--- src/sv/shr_pkg.sv ---
package shr_pkg;

	// request function codes
	localparam logic FUNC_ADD   = 1'b0;
	localparam logic FUNC_QUERY = 1'b1;

	// store selector codes
	localparam logic [1:0] UNIT_KILO   = 2'd0;
	localparam logic [1:0] UNIT_MEGA   = 2'd1;
	localparam logic [1:0] UNIT_GIGA   = 2'd2;
	localparam logic [1:0] UNIT_UNUSED = 2'd3;

	localparam int SIZE_W  = 31;
	localparam int FIELD_W = 10;
	localparam int SUM_W   = 42;
	localparam logic [SUM_W-1:0] SUM_MAX = '1;

	typedef enum logic [2:0] {
		S_CLEAR,
		S_IDLE,
		S_ADD,
		S_QUERY,
		S_DONE
	} state_t;

	// decoded add request
	typedef struct packed {
		logic               bump;
		logic [1:0]         unit;
		logic [FIELD_W-1:0] bin;
	} add_dec_t;

endpackage

--- src/sv/shr_add_dec.sv ---
module shr_add_dec import shr_pkg::*; (
	input  logic [SIZE_W-1:0] size_bytes,
	output add_dec_t          dec
);

	// largest unit whose count is non-zero wins
	always_comb begin
		dec = '0;
		if (size_bytes[30]) begin
			dec.bump = 1'b1;
			dec.unit = UNIT_GIGA;
			dec.bin  = FIELD_W'(size_bytes[30]);
		end else if (size_bytes[29:20] != '0) begin
			dec.bump = 1'b1;
			dec.unit = UNIT_MEGA;
			dec.bin  = size_bytes[29:20];
		end else if (size_bytes[19:10] != '0) begin
			dec.bump = 1'b1;
			dec.unit = UNIT_KILO;
			dec.bin  = size_bytes[19:10];
		end
	end

endmodule

--- config.mk ---
export PLATFORM = sky130hd
export DESIGN_NAME = shr_add_dec
export DESIGN_NICKNAME = d
export VERILOG_FILES = /design/src/sv/shr_pkg.sv /design/src/sv/shr_add_dec.sv
export SDC_FILE = /design/constraint.sdc
export NUM_CORES = 1
export LEC_CHECK = 0
export BUFFER_PORTS_ARGS = -buffer_cell sky130_fd_sc_hd__buf_2
export CAP_MARGIN = 40
export CORE_AREA = 2 2 39 41
export DETAILED_ROUTE_END_ITERATION = 6
export DIE_AREA = 0 0 41 43
export GPL_ROUTABILITY_DRIVEN = 0
export PLACE_DENSITY = 0.58
export SKIP_LAST_GASP = 1
export SYNTH_ARGS = -nofsm -noshare
export SYNTH_HDL_FRONTEND = slang
export SYNTH_SLANG_ARGS = --single-unit
--- constraint.sdc ---
create_clock -name vclk -period 1.4
set_input_delay 0 -clock vclk [all_inputs]
set_output_delay 0 -clock vclk [all_outputs]
set_load 0.02 [all_outputs]
==> metrics <==
status finished, final reports clean; Worst Path Max Fanout 5; Placeable Area 0.00138 sq mm; Power per Cell Area 284 mW/mm^2; met1 global-route usage 14.9%; Pleak 0.000217 uW; commonest non-fill, non-tap cells in the layout buf_2, nor2_1, a41oi_1; full die area 0.00176 sq mm; fin. max-slew vios 0; Setup Buffers After CTS 0; Worst slew margin 78.4%; Distinct cells, synth 12; Critical Path RT 1400 ps; vias post-DR 416; CP dominant cell by count buf_2; I/O Buffers 34; fillers 164; fin worst setup slack 325 ps; Post-layout nets 102; Worst Setup SP size_bytes[20]; initial antenna violation count 0; CP startpoint kind input port; fin crit period 1070 ps; post-placement cell count 85; fin util 29.9%; GRT overflow 0; Slowest-stage cell, CP nor4_2; DIE WIDTH 41 microns; cells after synthesis 33; final hold vios 0; syn nets 64; area used by multi-input combinational logic 183 sq um; Yosys top cell by area a41oi_1; Netlist Area Pre-Place 205 sq um; post-DP HPWL 784 microns; setup_tns 0 ps; Max Clk Rate 930 MHz; Storage cell area 0 sq um; Area Overhead vs Synth 102%; busiest grt layer met2; Hold Path Class in2out; residual DRC count 0; RSZ-0062 raised after global routing false; met3 global-route usage 0%; Layout clock buffers 0; top post-synthesis cells by area a41oi_1, nor2_1, nand4_1; cell row count 14; drt initial violations 14; Worst-Margin Slew 322 ps; vias in the first global route 345; CP Data Arrival Time 1070 ps; share of cells above drive strength 1 60.9%; Post-CTS Hold Buffers 0; GR Util All Layers 10.6%; Yosys top cell area share 25.6%; max incr delay on CP 310 ps; wire per inst 10.6 microns; Ys Warns 0; n_diodes 0; Die Ht 43 microns; # IOs 44; post-place setup slack 314 ps; vias per cell 4.89; Pre-antenna DRT Iters 2; first-pass GRT wire length 1.40 mm; max cap viols 0; register area share after synthesis 0%; commonest non-fill, non-tap cell in the layout buf_2; final worst path period share 76.8%; Final Setup Violations 0; Worst setup EP type output port; Peak VDD IR 0.0784 mV; seq_cells 0; synthesized area per cell 6.22 sq um; initial core utilization 14.8%; Post-CTS Resized 0; Crit Path Category in2out; final WL 901 microns; Routed Antenna Nets 0; final cell count without fillers 85; met2 usage 18.4%; largest net degree at the start of global routing 14; crit path cell chain buf_2, nor4_2, buf_4, and3_2, a211o_2, buf_2; Critical Path Sink dec[0]
## synthesized netlist by cell type
| cell type | instances |
|---|---|
| a41oi_1 | 6 |
| nor4_2 | 2 |
| nor2_1 | 8 |
| nor3_1 | 1 |
| clkbuf_1 | 1 |
| nor4_1 | 2 |
| inv_1 | 3 |
| buf_4 | 1 |
| nand4_1 | 4 |
| and3_2 | 1 |
| a211o_2 | 1 |
| a21oi_1 | 3 |
## routing by layer
layer,wire length [microns],share of wire (%)
met5,0,0
met2,433,48
met1,377,42
met3,90,10
met4,0,0
## power breakdown
part / switching [uW] / leakage (uW) / internal, uW
sequential: 0 / 0 / 0
combinational: 67.7 / 0.000217 / 49.7
clock: 0 / 0 / 0
total: 67.7 / 0.000217 / 49.7
## final cells by class
class / instances / area share, %
Inverter: 3 / 2.72
Multi-Input combinational cell: 28 / 44.1
Tap cell: 16 / 4.83
Timing Repair Buffer: 38 / 48.3
## kinds of logic after synthesis
logic type	synth area share [%]
buffers and inverters	11.0
AND/OR/NAND/NOR	51.2
AO/OA/AOI/OAI	37.8
## stage by stage
step	cell area, sq um	power [uW]	hold slack (ps)
5_1_grt	414	130	348
4_1_cts	414	119	339
3_3_place_gp	414	117	336
3_5_place_dp	414	119	339
6_report	414	117	330
2_1_floorplan	205	54.9	113
## worst max-delay path: cells and delay by family
kind | cells | cell delay (ps)
buffers and inverters | 3 | 440
AO/OA/AOI/OAI | 1 | 120
AND/OR/NAND/NOR | 2 | 510
## worst min path at each step
stage	cells past startpoint	slack, ps	from	to
finish	3	330	size_bytes[20]	dec[0]
global route	3	350	size_bytes[20]	dec[0]
CTS	3	340	size_bytes[20]	dec[0]
detailed placement	3	340	size_bytes[20]	dec[0]
global placement	3	340	size_bytes[20]	dec[0]
floorplan	1	110	size_bytes[30]	dec[11]
Power figures use the tool's default switching activity.
